`src/rtl/oorm_pkg.sv`:
```
// Shared types and constants for the out-of-range mode finder.
package oorm_pkg;

    localparam int ID_W      = 16;
    localparam int READ_W    = 16;
    localparam int COUNT_W   = 16;
    localparam int CFG_W     = 16;
    localparam int CFG_IDX_W = 2;
    localparam int DEPTH_DEF = 16;

    localparam logic [COUNT_W-1:0] COUNT_MAX = {COUNT_W{1'b1}};

    // Configuration register indexes
    localparam logic [CFG_IDX_W-1:0] CFG_MIN_IDX = 2'd0;
    localparam logic [CFG_IDX_W-1:0] CFG_MAX_IDX = 2'd1;

    localparam logic signed [READ_W-1:0] MIN_RESET = 16'sh8000;
    localparam logic signed [READ_W-1:0] MAX_RESET = 16'sh7FFF;

    typedef struct packed {
        logic [ID_W-1:0]          sensor_id;
        logic signed [READ_W-1:0] reading;
        logic                     last_of_set;
    } in_item_t;

    typedef struct packed {
        logic [ID_W-1:0]    worst_id;
        logic [COUNT_W-1:0] worst_count;
        logic               found;
        logic               table_full;
    } out_item_t;

    // One slot of the id table
    typedef struct packed {
        logic [ID_W-1:0]    id;
        logic [COUNT_W-1:0] count;
    } slot_entry_t;

endpackage

```
`src/rtl/oorm_slot_mem.sv`:
```
// Id/count table: single write port, single registered read port.
module oorm_slot_mem
    import oorm_pkg::*;
#(
    parameter int DEPTH = DEPTH_DEF,
    localparam int AW = $clog2(DEPTH)
)
(
    input  logic          clk,
    input  logic          rd_en,
    input  logic [AW-1:0] rd_addr,
    output slot_entry_t   rd_data,
    input  logic          wr_en,
    input  logic [AW-1:0] wr_addr,
    input  slot_entry_t   wr_data
);

    slot_entry_t mem [DEPTH];
    slot_entry_t rd_data_reg;

    // write port
    always_ff @(posedge clk)
    begin
        if (wr_en)
        begin
            mem[wr_addr] <= wr_data;
        end
    end

    // registered read port
    always_ff @(posedge clk)
    begin
        if (rd_en)
        begin
            rd_data_reg <= mem[rd_addr];
        end
    end

    assign rd_data = rd_data_reg;

endmodule

```
`src/rtl/out_of_range_mode_finder.sv`:
```
// Top level: limit check, sequential id-table search and mode tracking.
//
//  channel  direction  handshake             payload
//  in       input      in_valid / in_stall   in_item_t  (sensor_id, reading, last_of_set)
//  out      output     out_valid / out_stall out_item_t (worst_id, worst_count, found, ...)
//  cfg      input      cfg_we                cfg_index, cfg_wdata (min_value, max_value)
//
// An in-range reading goes straight to the finish step. A faulty reading is looked up
// among the used slots (used = number of ids held); the search reads one table slot per
// cycle through the single read port and checks it on one shared id comparator.
// in_stall is high whenever the sequencer is busy; a result waits in the output
// register and only a last-of-set transaction stalls behind an untaken result.
// Reset (rst_n, async low) empties the table and sets the limits to full scale.
module out_of_range_mode_finder
    import oorm_pkg::*;
#(
    parameter int TABLE_DEPTH = DEPTH_DEF
)
(
    input  logic                 clk,
    input  logic                 rst_n,
    input  logic                 in_valid,
    output logic                 in_stall,
    input  in_item_t             in_data,
    output logic                 out_valid,
    input  logic                 out_stall,
    output out_item_t            out_data,
    input  logic                 cfg_we,
    input  logic [CFG_IDX_W-1:0] cfg_index,
    input  logic [CFG_W-1:0]     cfg_wdata
);

    localparam int AW = $clog2(TABLE_DEPTH);
    localparam int UW = AW + 1;
    localparam logic [UW-1:0] DEPTH_U = UW'(TABLE_DEPTH);

    localparam logic [1:0] S_IDLE   = 2'd0;
    localparam logic [1:0] S_SEARCH = 2'd1;
    localparam logic [1:0] S_UPDATE = 2'd2;
    localparam logic [1:0] S_FINISH = 2'd3;

    logic [1:0]               state_reg, state_next;
    logic signed [READ_W-1:0] min_reg, max_reg;
    logic [ID_W-1:0]          id_reg, id_next;
    logic                     last_reg, last_next;
    logic [UW-1:0]            idx_reg, idx_next;
    logic [AW-1:0]            cmp_reg, cmp_next;
    logic                     rd_vld_reg, rd_vld_next;
    logic [AW-1:0]            slot_reg, slot_next;
    logic [COUNT_W-1:0]       cnt_reg, cnt_next;
    logic [UW-1:0]            used_reg, used_next;
    logic [AW-1:0]            best_slot_reg, best_slot_next;
    logic [COUNT_W-1:0]       best_count_reg, best_count_next;
    logic [ID_W-1:0]          best_id_reg, best_id_next;
    logic                     ovf_reg, ovf_next;
    logic                     out_valid_reg, out_valid_next;
    out_item_t                out_data_reg, out_data_next;

    logic                     in_fire;
    logic                     fault;
    logic                     hit;
    logic [COUNT_W-1:0]       cnt_inc;
    logic                     mem_rd_en;
    logic                     mem_wr_en;
    slot_entry_t              mem_rd_data;
    slot_entry_t              mem_wr_data;

    oorm_slot_mem #(
        .DEPTH (TABLE_DEPTH)
    ) u_slot_mem (
        .clk     (clk),
        .rd_en   (mem_rd_en),
        .rd_addr (idx_reg[AW-1:0]),
        .rd_data (mem_rd_data),
        .wr_en   (mem_wr_en),
        .wr_addr (slot_reg),
        .wr_data (mem_wr_data)
    );

    assign in_stall  = (state_reg != S_IDLE);
    assign in_fire   = in_valid && !in_stall;
    assign out_valid = out_valid_reg;
    assign out_data  = out_data_reg;

    // limit check on the incoming reading
    assign fault = ($signed(in_data.reading) > max_reg) || ($signed(in_data.reading) < min_reg);

    // shared id comparator on the slot just read
    assign hit = rd_vld_reg && (mem_rd_data.id == id_reg);

    // saturating increment
    assign cnt_inc = (cnt_reg == COUNT_MAX) ? cnt_reg : cnt_reg + COUNT_W'(1);

    assign mem_wr_en         = (state_reg == S_UPDATE);
    assign mem_wr_data.id    = id_reg;
    assign mem_wr_data.count = cnt_inc;

    // sequencer
    always_comb
    begin
        state_next      = state_reg;
        id_next         = id_reg;
        last_next       = last_reg;
        idx_next        = idx_reg;
        cmp_next        = cmp_reg;
        rd_vld_next     = 1'b0;
        slot_next       = slot_reg;
        cnt_next        = cnt_reg;
        used_next       = used_reg;
        best_slot_next  = best_slot_reg;
        best_count_next = best_count_reg;
        best_id_next    = best_id_reg;
        ovf_next        = ovf_reg;
        mem_rd_en       = 1'b0;
        out_data_next   = out_data_reg;
        out_valid_next  = out_valid_reg && out_stall;

        unique case (state_reg)
            S_IDLE:
            begin
                if (in_fire)
                begin
                    id_next   = in_data.sensor_id;
                    last_next = in_data.last_of_set;
                    idx_next  = '0;
                    state_next = fault ? S_SEARCH : S_FINISH;
                end
            end

            S_SEARCH:
            begin
                if (hit)
                begin
                    slot_next  = cmp_reg;
                    cnt_next   = mem_rd_data.count;
                    state_next = S_UPDATE;
                end
                else if (idx_reg < used_reg)
                begin
                    mem_rd_en   = 1'b1;
                    rd_vld_next = 1'b1;
                    cmp_next    = idx_reg[AW-1:0];
                    idx_next    = idx_reg + UW'(1);
                end
                else if (!rd_vld_reg)
                begin
                    // id not in the table
                    if (used_reg >= DEPTH_U)
                    begin
                        ovf_next   = 1'b1;
                        state_next = S_FINISH;
                    end
                    else
                    begin
                        slot_next  = used_reg[AW-1:0];
                        cnt_next   = '0;
                        used_next  = used_reg + UW'(1);
                        state_next = S_UPDATE;
                    end
                end
            end

            S_UPDATE:
            begin
                if ((cnt_inc > best_count_reg) ||
                    ((cnt_inc == best_count_reg) && (slot_reg < best_slot_reg)))
                begin
                    best_count_next = cnt_inc;
                    best_slot_next  = slot_reg;
                    best_id_next    = id_reg;
                end
                state_next = S_FINISH;
            end

            S_FINISH:
            begin
                if (!last_reg)
                begin
                    state_next = S_IDLE;
                end
                else if (!out_valid_reg || !out_stall)
                begin
                    out_valid_next            = 1'b1;
                    out_data_next.found       = (best_count_reg != '0);
                    out_data_next.worst_id    = (best_count_reg != '0) ? best_id_reg : '0;
                    out_data_next.worst_count = best_count_reg;
                    out_data_next.table_full  = ovf_reg;
                    used_next       = '0;
                    best_slot_next  = '0;
                    best_count_next = '0;
                    ovf_next        = 1'b0;
                    state_next      = S_IDLE;
                end
            end

            default:
            begin
                state_next = S_IDLE;
            end
        endcase
    end

    // control state
    always_ff @(posedge clk or negedge rst_n)
    begin
        if (!rst_n)
        begin
            state_reg      <= S_IDLE;
            rd_vld_reg     <= 1'b0;
            used_reg       <= '0;
            best_slot_reg  <= '0;
            best_count_reg <= '0;
            ovf_reg        <= 1'b0;
            out_valid_reg  <= 1'b0;
            min_reg        <= MIN_RESET;
            max_reg        <= MAX_RESET;
        end
        else
        begin
            state_reg      <= state_next;
            rd_vld_reg     <= rd_vld_next;
            used_reg       <= used_next;
            best_slot_reg  <= best_slot_next;
            best_count_reg <= best_count_next;
            ovf_reg        <= ovf_next;
            out_valid_reg  <= out_valid_next;
            if (cfg_we && (cfg_index == CFG_MIN_IDX))
            begin
                min_reg <= $signed(cfg_wdata);
            end
            if (cfg_we && (cfg_index == CFG_MAX_IDX))
            begin
                max_reg <= $signed(cfg_wdata);
            end
        end
    end

    // payload registers
    always_ff @(posedge clk)
    begin
        id_reg       <= id_next;
        last_reg     <= last_next;
        idx_reg      <= idx_next;
        cmp_reg      <= cmp_next;
        slot_reg     <= slot_next;
        cnt_reg      <= cnt_next;
        best_id_reg  <= best_id_next;
        out_data_reg <= out_data_next;
    end

    // checks
    a_used_bound: assert property (@(posedge clk) disable iff (!rst_n)
        used_reg <= DEPTH_U)
        else $error("slot fill count beyond table depth");

    a_best_in_table: assert property (@(posedge clk) disable iff (!rst_n)
        (best_count_reg != '0) |-> (UW'(best_slot_reg) < used_reg))
        else $error("best slot outside the used part of the table");

    a_found_matches: assert property (@(posedge clk) disable iff (!rst_n)
        out_valid_reg |-> (out_data_reg.found == (out_data_reg.worst_count != '0)))
        else $error("found flag disagrees with worst count");

    a_busy_after_accept: assert property (@(posedge clk) disable iff (!rst_n)
        in_fire |=> (state_reg != S_IDLE))
        else $error("sequencer idle right after a transaction");

    a_result_from_finish: assert property (@(posedge clk) disable iff (!rst_n)
        $rose(out_valid_reg) |-> $past(state_reg == S_FINISH))
        else $error("result raised outside the finish step");

endmodule
```
`config.mk`:
```
export PLATFORM = sky130hd
export DESIGN_NAME = out_of_range_mode_finder
export DESIGN_NICKNAME = d
export VERILOG_FILES = /design/src/rtl/oorm_pkg.sv /design/src/rtl/oorm_slot_mem.sv /design/src/rtl/out_of_range_mode_finder.sv
export SDC_FILE = /design/constraint.sdc
export NUM_CORES = 1
export LEC_CHECK = 0
export BUFFER_PORTS_ARGS = -buffer_cell sky130_fd_sc_hd__buf_2
export CORE_ASPECT_RATIO = 0.7
export CORE_MARGIN = 3
export CORE_UTILIZATION = 40
export DETAILED_ROUTE_END_ITERATION = 8
export PLACE_DENSITY = 0.53
export SYNTH_ARGS = -nofsm -noshare
export SYNTH_HDL_FRONTEND = slang
export SYNTH_SLANG_ARGS = --single-unit
```
`constraint.sdc`:
```
create_clock -name clk -period 10.62 [get_ports clk]
set_input_delay 2.124 -clock clk [delete_from_list [all_inputs] [get_ports clk]]
set_output_delay 2.124 -clock clk [all_outputs]
set_load 0.005 [all_outputs]
```
# Word level (Yosys, flattened, before mapping)
# Memories as Yosys holds them, arrays and structs flattened. A register that Yosys moved wholly into a read port is not among the register bits.
# Cells that the tools add are included.
[word_totals]
ramBits = 512
memories = 1
output_inout_bits = 36
register_bits = 158
input_bits = 56
wordCells = 135
[memory_table]
columns = ["memory", "words", "width", "read_ports", "rd_ports_with_merged_regs", "wr", "line", "text"]
rows = [
  ["u_slot_mem.mem", 16, 32, 1, 1, 1, "oorm_slot_mem.sv:18", "slot_entry_t mem [DEPTH];"],
]
[classes]
eq_ne = 23
muxes = 52
n_lt_le_gt_ge = 6
n_addsub = 3
reduce_logical = 29
bitwise = 1
[op_table]
columns = ["op", "n"]
rows = [
  ["two-way mux 16 bit", 8],
  ["two-way mux 5 bit", 9],
  ["== test 16 bit", 2],
  ["> comparator 16 bit", 2],
  ["case mux 16 bit (2 select lines)", 1],
  ["two-way mux 4 bit", 7],
  ["inequality test 2 bit (second input constant)", 11],
  ["case mux 5 bit (2 select lines)", 2],
  ["adder 16 x 1 -> 16 bit (second input constant)", 1],
  ["== test 16 bit (second input constant)", 1],
  ["less-than comparator 16 bit", 1],
  ["AND reduction 4 bit", 4],
  ["nonzero test 16 bit", 1],
  ["two-way mux 1 bit", 15],
  ["two-way mux 2 bit", 7],
  ["AND reduction 7 bit", 2],
  ["adder 5 x 1 -> 5 bit (second input constant)", 2],
  ["inequality test 3 bit (second input constant)", 3],
  ["case mux 2 bit (4 select lines)", 1],
  ["case mux 4 bit (2 select lines)", 1],
  ["nonzero test 2 bit", 4],
  ["logical AND 1 bit", 6],
  ["AND reduction 3 bit", 2],
  [">= comparator 5 bit (second input constant)", 1],
  ["other kinds (11)", 20],
]

# Longest topological paths before layout
# Gate-level depths: netlist of run 1.
[logic_depth]
word_depth = 7
ltp_mapped = 17
mapped_depth_nobuf = 15

# Hierarchy
# Synthesis of run 1 repeated with hierarchy kept, for this count alone.
[unflattened]
cells_unflattened = 1467
hier_area_um2 = 27792.9
[by_module_without_submodules]
columns = ["module", "cells_per_inst", "n_inst", "area_each_um2"]
rows = [
  ["oorm_slot_mem", 838, 1, 20155.6],
  ["out_of_range_mode_finder", 629, 1, 7637.3],
]

# Worst setup path before layout of run 1
# OpenSTA, ideal clock, no wires.
[synth_path]
path_kind = "reg-to-reg"
startpoint = "register idx_reg[1]"
endpoint = "register idx_reg[0] (enable)"
n_path_buf = 0
arrival_time_ps = 7902
synth_period_minus_slack_ps = 8220
stages_incl_launch_ff = 7
path_slack_ps = 2400
path_cell_list = "edfxtp_1 -> ha_1 -> a21o_1 -> a21o_1 -> a21o_1 -> a2111oi_0 -> o22a_1"
[synth_between]
elab_chain_len = 3
[synth_lines]
columns = ["item", "line", "text"]
rows = [
  ["start: declaration", "out_of_range_mode_finder.sv:46", "logic [UW-1:0] idx_reg, idx_next;"],
  ["start signal: assignment", "out_of_range_mode_finder.sv:243", "idx_reg <= idx_next;"],
  ["less-than comparator 5 bit", "out_of_range_mode_finder.sv:138", "else if (idx_reg < used_reg)"],
  ["inequality test 2 bit (no source line)", "--", ""],
  ["AND reduction 4 bit (no source line)", "--", ""],
]
# Every way passes these cells.
# A chain may end at the register's enable or synchronous reset.

# Worst setup path in the final report of run 1
[layout_path]
startpoint = "register cnt_reg[0]"
endpoint = "register best_id_reg[11] (enable)"
[layout_between]
elab_chain_len = 6
[layout_lines]
columns = ["item", "line", "text"]
rows = [
  ["start: declaration", "out_of_range_mode_finder.sv:50", "logic [COUNT_W-1:0] cnt_reg, cnt_next;"],
  ["start signal: assignment", "out_of_range_mode_finder.sv:246", "cnt_reg <= cnt_next;"],
  ["adder 16 x 1 -> 16 bit / == test 16 bit (equally long branches)", "out_of_range_mode_finder.sv:92", "assign cnt_inc = (cnt_reg == COUNT_MAX) ? cnt_reg : cnt_reg + COUNT_W'(1);"],
  ["two-way mux 16 bit (*)", "out_of_range_mode_finder.sv:92", ""],
  ["via cnt_inc[11]", "out_of_range_mode_finder.sv:62", "logic [COUNT_W-1:0] cnt_inc;"],
  ["branches (longest 2 deep; another with > comparator 16 bit)", "--", ""],
  ["logical OR 1 bit (*)", "out_of_range_mode_finder.sv:165", "if ((cnt_inc > best_count_reg) ||"],
  ["AND reduction 2 bit (no source line) (*)", "--", ""],
  ["end signal: assignment", "out_of_range_mode_finder.sv:247", "best_id_reg <= best_id_next;"],
  ["end: declaration", "out_of_range_mode_finder.sv:54", "logic [ID_W-1:0] best_id_reg, best_id_next;"],
]
# Mark *: on every way through the listed nets, which the timed path passes.

==> results.toml, run 1 <==
[drt]
routed_wl_um = 65200
vias_per_cell = 5.47
wl_per_cell_um = 25.9
ant_nets = 0
first_iter_violations = 1289
drtPass1Iterations = 5
vias = 13800
drc = 0

[floorplanning]
initial_utilization_pct = 40.7
ioPinCount = 92
rows = 80
dieWidth_um = 322
die_area_um2 = 73200
core_area_um2 = 68700
die_y_um = 227

[global_routing]
grt-ovfl-total = 0
grt_pass1_wl_um = 96800
grt_pass1_vias = 14100
antenna_found_initial = 1
grt_max_degree = 132
grt.total_usage_pct = 18.3

[setup_path]
cp.arrival_ps = 5560
cpMaxStageDelayCell = "xor2_1"
cp-end-kind = "register"
cp_max_fo = 18
crit_type = "register to register"
cp_common_cell = "ha_1"
required_ps = 10850
cp_slowest_stage_delay_ps = 850
path_cells = "ha_1 > and3_1 > nand3_1 > or4_1 > nand2_1 > nor2_1 > xor2_1 > ha_1 > nand4_1 > or4_4 > nor2_2 > mux2i_4 > and2_2"
cp-start-kind = "register"
cp_num_buf_inv = 0
cp_top_family = "simple AND/OR/NAND/NOR gates"

[synthesis]
syn_area_um2 = 28000
synth_seq_cells = 702
yosys_warnings = 0
async_reset_ff_share_pct = 8.83
synth_top_area_share_pct = 68.7
synth_top_cell_by_area = "edfxtp_1"
seq_area_frac_synth_pct = 74.3
synth_cell_types = 60
syn_inst = 1403
netlist_top_cells_area = "edfxtp_1, mux4_2, dfrtp_1, ha_1, dfstp_2"
ys.flop_type = "edfxtp_1"
synth.most_common_cell = "edfxtp_1"
synth_common_cells = "edfxtp_1, mux4_2, inv_1"
avgSynthCellArea_um2 = 19.9
synth_edf_count = 640
syn_nets = 1521

[clocking]
cts_max_level = 3
path_clk_slew_ps = 60
clkSinkCount = 702
cts_hold_buf = 0
clkLatencyLatePin_ps = 620
postCtsSetupBuffers = 0
cts_buffers = 70
clock_path_buffers = 3
cts_tree = "done"
root_buffer = "clkbuf_16"
cts_resized = 0

[power_and_ir_drop]
finalPower_mw = 8.47
p_per_area_nw_per_um2 = 265
ir_drop_mv = 0.272
p_leak_nw = 10.7

[timing]
period_needed_ps = 5330
fin_tns_setup_ps = 0
worst_slew_pin_slew_ps = 1100
max_slew_margin_pct = 26.7
postLayoutSetupSlackWorst_ps = 5290
finalClockSkew_ps = 22.3
setup_violations = 0
fin_crit_sh_pct = 50.2
rsz0062_at_grt = "no"
max_freq_mhz = 188
maxSlewViolCount = 0
hold_viol = 0

[finish]
fin_util_pct = 46.6
area_growth_pct = 14.3
fin_nets = 1677
largest_register_ffs = 512
nFillCells = 5775
multiInputGateArea_um2 = 6850
fin_cells = 2516
register_area_um2 = 20800
drive_above_1_share_pct = 28.6

[placed_design]
dp_cells = 2389
place_ws_ps = 5290
dp_hpwl_um = 35900
port-buffer-count = 91
place_congestion = 0.816

[flow_run]
maxCapViolCount = 0

[worst_hold_path]
hold_path_class = "register to register"

[status]
outcome = "finished clean"
==> final cells by class <==
cell class	count	area share, %
antenna	1	0.00783
clock inverter	34	0.673
clock buffer	92	6.00
timing repair buffer	136	2.56
tap	902	3.53
multi-input combinational	584	21.4
inverter	65	0.763
sequential	702	65.0
==> through the flow <==
step / instance area [um2] / hold slack [ps]
6_report: 32000 / 488
5_1_grt: 32000 / 525
4_1_cts: 32000 / 488
3_5_place_dp: 29800 / 475
3_3_place_gp: 29800 / 472
2_1_floorplan: 28000 / 441
==> layout by cell type (no fill, tap or decap), drive strengths merged, types with 22 or more instances in the layout <==
master	synthesis	final
a21oi	23	23
and2	22	22
buf	19	136
clkbuf	33	92
clkinv	0	30
dfrtp	46	46
edfxtp	640	640
ha	62	62
inv	65	67
mux2	22	22
mux4	160	160
nand2	41	41
nor2	42	42
o21ai	31	31
==> final timing paths <==
| path | startpoint | endpoint | slack [ps] | cells after the start |
|---|---|---|---|---|
| worst max-delay path | cnt_reg[0] | best_id_reg[11] | 5290 | 13 |
| worst min-delay path | ovf_reg | out_data[0] | 490 | 0 |
| worst max register to register | cnt_reg[0] | best_id_reg[11] | 5290 | 13 |
| worst min register to register | ovf_reg | out_data[0] | 490 | 0 |
| max in group asynchronous | rst_n | best_count_reg[5] | 8340 | 2 |
| min in group asynchronous | rst_n | min_reg[9] | 1700 | 2 |
==> per-layer routing <==
layer / global-route usage (%) / vias to the layer above / routed length [um]
li1: - / 6005 / -
met2: 27.2 / 346 / 29000
met3: 3.36 / 101 / 3310
met5: 0 / - / 0
met4: 4.81 / 0 / 1400
met1: 27.9 / 7310 / 31500
==> power by group <==
part	leakage (nW)	total, mW	internal (mW)	switching, mW
clock	1.05	2.34	1.32	1.02
combinational	3.12	2.33	1.01	1.32
sequential	6.56	3.80	3.61	0.190
total	10.7	8.47	5.94	2.53
==> kinds of logic after synthesis <==
| logic type | synth area share, % |
|---|---|
| AOI/OAI and AO/OA | 2.84 |
| xor gates and xnor gates | 0.908 |
| adders and majority gates | 2.77 |
| buffers and inverters | 1.64 |
| DFF | 74.3 |
| muxes | 13.9 |
| and+or+nand+nor | 3.61 |
No activity file was read; power rests on OpenSTA's default activity.
==> run 2, diff against run 1 <==
--- a/config.mk
+++ b/config.mk
@@ -10,7 +10,7 @@
 export CORE_MARGIN = 3
 export CORE_UTILIZATION = 40
 export DETAILED_ROUTE_END_ITERATION = 8
-export PLACE_DENSITY = 0.53
+export PLACE_DENSITY = 0.55
 export SYNTH_ARGS = -nofsm -noshare
 export SYNTH_HDL_FRONTEND = slang
 export SYNTH_SLANG_ARGS = --single-unit
==> constraint.sdc (replaced) <==
create_clock -name clk -period 4.3 [get_ports clk]
set_input_delay 0.86 -clock clk [delete_from_list [all_inputs] [get_ports clk]]
set_output_delay 0.86 -clock clk [all_outputs]
set_load 0.005 [all_outputs]
==> run 2 against run 1 <==
  * Critical path depth rose by 1
  * Cell count rose by 0.44%
  * Core utilization rose by 0.52 points
  * Combinational power rose to 2.6 times the previous value
  * Worst hold slack got worse by 270 ps
  * Clock skew fell by 0.59 ps
  * Die area did not move
  * Count of clock-buffer cells in the layout fell by 2
  * Largest power group unchanged
  * Power rose to 2.5 times the previous value
  * Setup slack got worse by 5100 ps
==> results.toml, run 2 (same netlist as run 1, synthesis figures left out) <==
[drt]
first_iter_violations = 1280
vias_per_cell = 5.42
vias = 13700
wl_per_cell_um = 25.4
drc = 0
routed_wl_um = 64300
drtPass1Iterations = 5
ant_nets = 0

[setup_path]
cp-end-kind = "register"
crit_type = "register to register"
cp.arrival_ps = 4410
cp-start-kind = "register"
required_ps = 4620
cp_max_fo = 8

[finish]
largest_register_ffs = 512
fin_nets = 1691
diodes = 0
multiInputGateArea_um2 = 6890
final_area_um2 = 32300
final_common_cell = "edfxtp_1"
final_cell_mix = "edfxtp_1, mux4_2, buf_2, clkbuf_16, inv_1"
drive_above_1_share_pct = 30.3
register_area_um2 = 20800
area_growth_pct = 15.6
nFillCells = 5720

[timing]
setup_violations = 0
max_slew_margin_pct = 29.1
fin_crit_sh_pct = 95.2
fin_tns_setup_ps = 0
period_needed_ps = 4090
hold_viol = 0
finalClockSkew_ps = 21.7
maxSlewViolCount = 0
worst_slew_pin_slew_ps = 1060
max_freq_mhz = 244
rsz0062_at_grt = "no"

[clocking]
cts_tree = "done"
cts_buffers = 69
clkLatencyLatePin_ps = 610
path_clk_slew_ps = 60
clkSinkCount = 702
clock_path_buffers = 3
cts_max_level = 3
root_buffer = "clkbuf_16"

[global_routing]
grt_max_degree = 132
grt_pass1_vias = 13900
antenna_found_initial = 0
busiest_layer = "met1"
met2_usage_pct = 26.7
grt_util_met3_pct = 3.37
grt_pass1_wl_um = 94600
grt_use_met1_pct = 27.8
grt.total_usage_pct = 17.9
grt-ovfl-total = 0

[power_and_ir_drop]
swShare_pct = 29.6
power.internal_mw = 15.1
comb_power_share_pct = 27.8
pwr-share-seq_pct = 43.8
p_per_area_nw_per_um2 = 663
switchingPower_mw = 6.34
clockPowerShare_pct = 28.4
p_leak_nw = 10.9
ir_drop_mv = 0.653

[status]
outcome = "finished clean"

[floorplanning]
dieWidth_um = 322
ioPinCount = 92
die_area_um2 = 73200
die_y_um = 227
core_area_um2 = 68700
initial_utilization_pct = 40.7
rows = 80

[placed_design]
port-buffer-count = 91
dpl_cell_area_um2 = 30000
place_congestion = 0.828
dp_hpwl_um = 36400

[flow_run]
maxCapViolCount = 0

[worst_hold_path]
hold_path_class = "primary input to async pin"
[run 2: critical path, cell delays in order, from the launching register on]
cell and delay (ps):
edfxtp_1 380, ha_2 210, and3_4 200, nand3_2 110, or4_4 580, nand2_1 100, nor2_1 60, xor2_1 160
ha_1 310, nand4_1 140, or4_4 570, nor2_4 150, mux2i_4 320, and2_4 280, clkbuf_16 220
[run 2: timing repair]
item | in CTS | in global routing
hold buffers | 0 | 0
buffers inserted | 0 | 3
setup endpoints to repair | 0 | 33
gates resized for setup | 0 | 7
[run 2: area by class of cell]
| cell class | instances | area share (%) |
|---|---|---|
| tap | 902 | 3.49 |
| clock buffer | 90 | 5.88 |
| multi-input combinational | 584 | 21.3 |
| sequential | 702 | 64.3 |
| inverter | 65 | 0.755 |
| clock inverter | 33 | 1.16 |
| timing repair buffer | 151 | 3.09 |
[run 2: power groups by stage]
stage	Combinational, mW	Clock (mW)	Sequential, mW
finish	5.95	6.09	9.39
global route	6.50	6.57	9.48
CTS	5.96	6.27	9.40
detailed placement	5.93	0	9.53
global placement	5.85	0	9.50
floorplan	4.02	0	9.36
[run 2: worst paths after layout]
check	startpoint	endpoint	slack [ps]	cells past startpoint
max	cnt_reg[0]	best_id_reg[12]	210	14
min	rst_n	min_reg[0]	210	1
max reg2reg	cnt_reg[0]	best_id_reg[12]	210	14
min reg2reg	ovf_reg	out_data[0]	480	0
max in group asynchronous	rst_n	best_count_reg[10]	3120	2
min in group clk	in_data[31]	id_reg[14]	420	1
[run 2: per-layer routing]
layer / wire, um / share of wire [%]
met5: 0 / 0
met4: 877 / 1.4
met3: 3120 / 4.9
met2: 29000 / 45
met1: 31300 / 49
[run 2: metrics by stage]
stage / power, mW / hold slack (ps) / setup slack [ps] / utilization [%] / std cells
floorplan: 13.4 / 441 / 22.0 / - / 1403
finish: 21.4 / 215 / 207 / 47.1 / 2527
global placement: 15.4 / 468 / 171 / 43.6 / 2400
CTS: 21.6 / 201 / 113 / 47.0 / 2523
global route: 22.6 / 210 / 10.3 / 47.1 / 2527
detailed placement: 15.5 / 474 / 122 / 43.6 / 2400
==> run 3, diff against run 2 <==
--- a/config.mk
+++ b/config.mk
@@ -5,7 +5,7 @@
 export SDC_FILE = /design/constraint.sdc
 export NUM_CORES = 1
 export LEC_CHECK = 0
-export BUFFER_PORTS_ARGS = -buffer_cell sky130_fd_sc_hd__buf_2
+export BUFFER_PORTS_ARGS = -buffer_cell sky130_fd_sc_hd__buf_4
 export CORE_ASPECT_RATIO = 0.7
 export CORE_MARGIN = 3
 export CORE_UTILIZATION = 40
==> run 3 against run 2 <==
  * Core utilization rose by 0.14 points
  * Register-to-register slack improved by 20 ps
  * Clock skew grew 6.6 ps
  * Count of clock-buffer cells in the layout is 9 lower
  * Non-clock buffer count decreased by 5
  * Cell count is 0.40% lower
==> results.toml, run 3 (same netlist as run 1, synthesis figures left out) <==
[setup_path]
cp-start-kind = "register"
cp-end-kind = "register"
cp_top_family = "simple AND/OR/NAND/NOR gates"
cp_max_fo = 5
required_ps = 4780
cp.arrival_ps = 4550
cp_slowest_stage_delay_ps = 580
cp_num_buf_inv = 1
cpMaxStageDelayCell = "or4_4"
critPathLaunch = "cnt_reg[0]"
path_cells = "ha_1 > and3_4 > nand3_2 > or4_4 > nand2_1 > nor2_1 > xor2_1 > ha_1 > nand4_1 > or4_4 > nor2_4 > mux2i_4 > buf_4 > o21bai_1 > a221o_1"
crit_type = "register to register"
r2r_start = "cnt_reg[0]"

[clocking]
cts_resized = 0
cts_hold_buf = 0
clock_path_buffers = 3
clkLatencyLatePin_ps = 610
clkSinkCount = 702
cts_tree = "done"
path_clk_slew_ps = 60
postCtsSetupBuffers = 0
cts_max_level = 3
root_buffer = "clkbuf_16"
cts_buffers = 69

[timing]
fin_tns_setup_ps = 0
maxSlewViolCount = 0
postLayoutSetupSlackWorst_ps = 228
max_freq_mhz = 246
max_slew_margin_pct = 28.5
worst_slew_pin_slew_ps = 1070
rsz0062_at_grt = "no"
setup_violations = 0
finalClockSkew_ps = 28.3
period_needed_ps = 4070
hold_viol = 0
fin_crit_sh_pct = 94.7

[drt]
drtPass1Iterations = 5
drc = 0
ant_nets = 0
first_iter_violations = 1151
vias_per_cell = 5.48
wl_per_cell_um = 25.6
vias = 13800
routed_wl_um = 64400

[global_routing]
grt_pass1_wl_um = 96100
grt.total_usage_pct = 18.0
antenna_found_initial = 2
grt-ovfl-total = 0
grt_max_degree = 132
grt_pass1_vias = 14300

[power_and_ir_drop]
switchingPower_mw = 6.28
p_leak_nw = 10.9
comb_power_share_pct = 27.9
swShare_pct = 29.6
pwr-share-seq_pct = 44.2
power.internal_mw = 15.0
clockPowerShare_pct = 27.9
p_per_area_nw_per_um2 = 655
ir_drop_mv = 0.718

[finish]
multiInputGateArea_um2 = 6890
diodes = 0
nFillCells = 5721
area_growth_pct = 15.9
fin_util_pct = 47.2
drive_above_1_share_pct = 30.0
final_common_cell = "edfxtp_1"
largest_register_ffs = 512
fin_nets = 1686
register_area_um2 = 20800
final_cell_mix = "edfxtp_1, mux4_2, buf_4, clkbuf_16, inv_1"

[worst_hold_path]
hold_path_class = "primary input to async pin"

[placed_design]
dp_hpwl_um = 35800
place_ws_ps = 121
port-buffer-count = 91
place_congestion = 0.804

[status]
outcome = "finished clean"

[floorplanning]
rows = 80
dieWidth_um = 322
core_area_um2 = 68700
initial_utilization_pct = 40.7
ioPinCount = 92
die_y_um = 227
die_area_um2 = 73200

[flow_run]
maxCapViolCount = 0
[run 3: changes by cell type in the layout (fill, tap and decap cells not counted), sizes merged]
cell,delta
buf,-4
bufinv,-2
clkbuf,-10
clkinv,+1
inv,+5
[run 3: stage by stage]
stage	total power, mW	hold slack [ps]	cells	instance area [um2]
3_5_place_dp	15.5	467	2399	30200
5_1_grt	22.3	401	2517	32400
3_3_place_gp	15.4	468	2399	30200
6_report	21.2	335	2517	32400
4_1_cts	21.5	360	2517	32400
2_1_floorplan	13.4	441	1403	28000
[run 3: layout make-up]
| type | instances | share of cell area [%] |
|---|---|---|
| multi-input combinational | 584 | 21.2 |
| inverter | 65 | 0.753 |
| clock inverter | 37 | 1.03 |
| clock buffer | 81 | 5.73 |
| timing repair buffer | 146 | 3.65 |
| tap | 902 | 3.48 |
| sequential | 702 | 64.1 |
[run 3: worst reg2reg max path, delay by kind of cell (launching register included)]
kind / cells / cell delay [ps]
adders and majority gates: 2 / 530
buffers and inverters: 1 / 180
DFF: 1 / 380
muxes: 1 / 250
AOI/OAI and AO/OA: 2 / 500
xor gates and xnor gates: 1 / 160
and+or+nand+nor: 8 / 1940
[run 3: power groups by stage]
stage          logic [mW]  registers [mW]  clock network [mW]
5_1_grt              6.46            9.48                6.36
6_report             5.93            9.39                5.92
4_1_cts              6.02            9.40                6.08
3_5_place_dp         6.00            9.53                   0
2_1_floorplan        4.02            9.36                   0
3_3_place_gp         5.91            9.50                   0
[run 3: path summary, 6_finish.rpt]
kind,to,slack [ps],depth (start not counted)
max in group asynchronous,best_count_reg[8],3360,1
worst max-delay path,best_slot_reg[1],230,15
worst min register to register,out_data[0],470,0
min in group clk,id_reg[4],430,1
worst min-delay path,min_reg[6],340,1
worst max register to register,best_slot_reg[1],230,15
[run 3: per-layer routing]
layer | wire length [um] | vias up | share of wire, % | GRT usage (%)
met5 | 0 | - | 0 | 0
met4 | 990 | 0 | 1.5 | 4.09
met3 | 3360 | 79 | 5.2 | 3.29
met2 | 29300 | 361 | 46 | 27.6
met1 | 30700 | 7357 | 48 | 27.1
li1 | - | 6007 | - | -
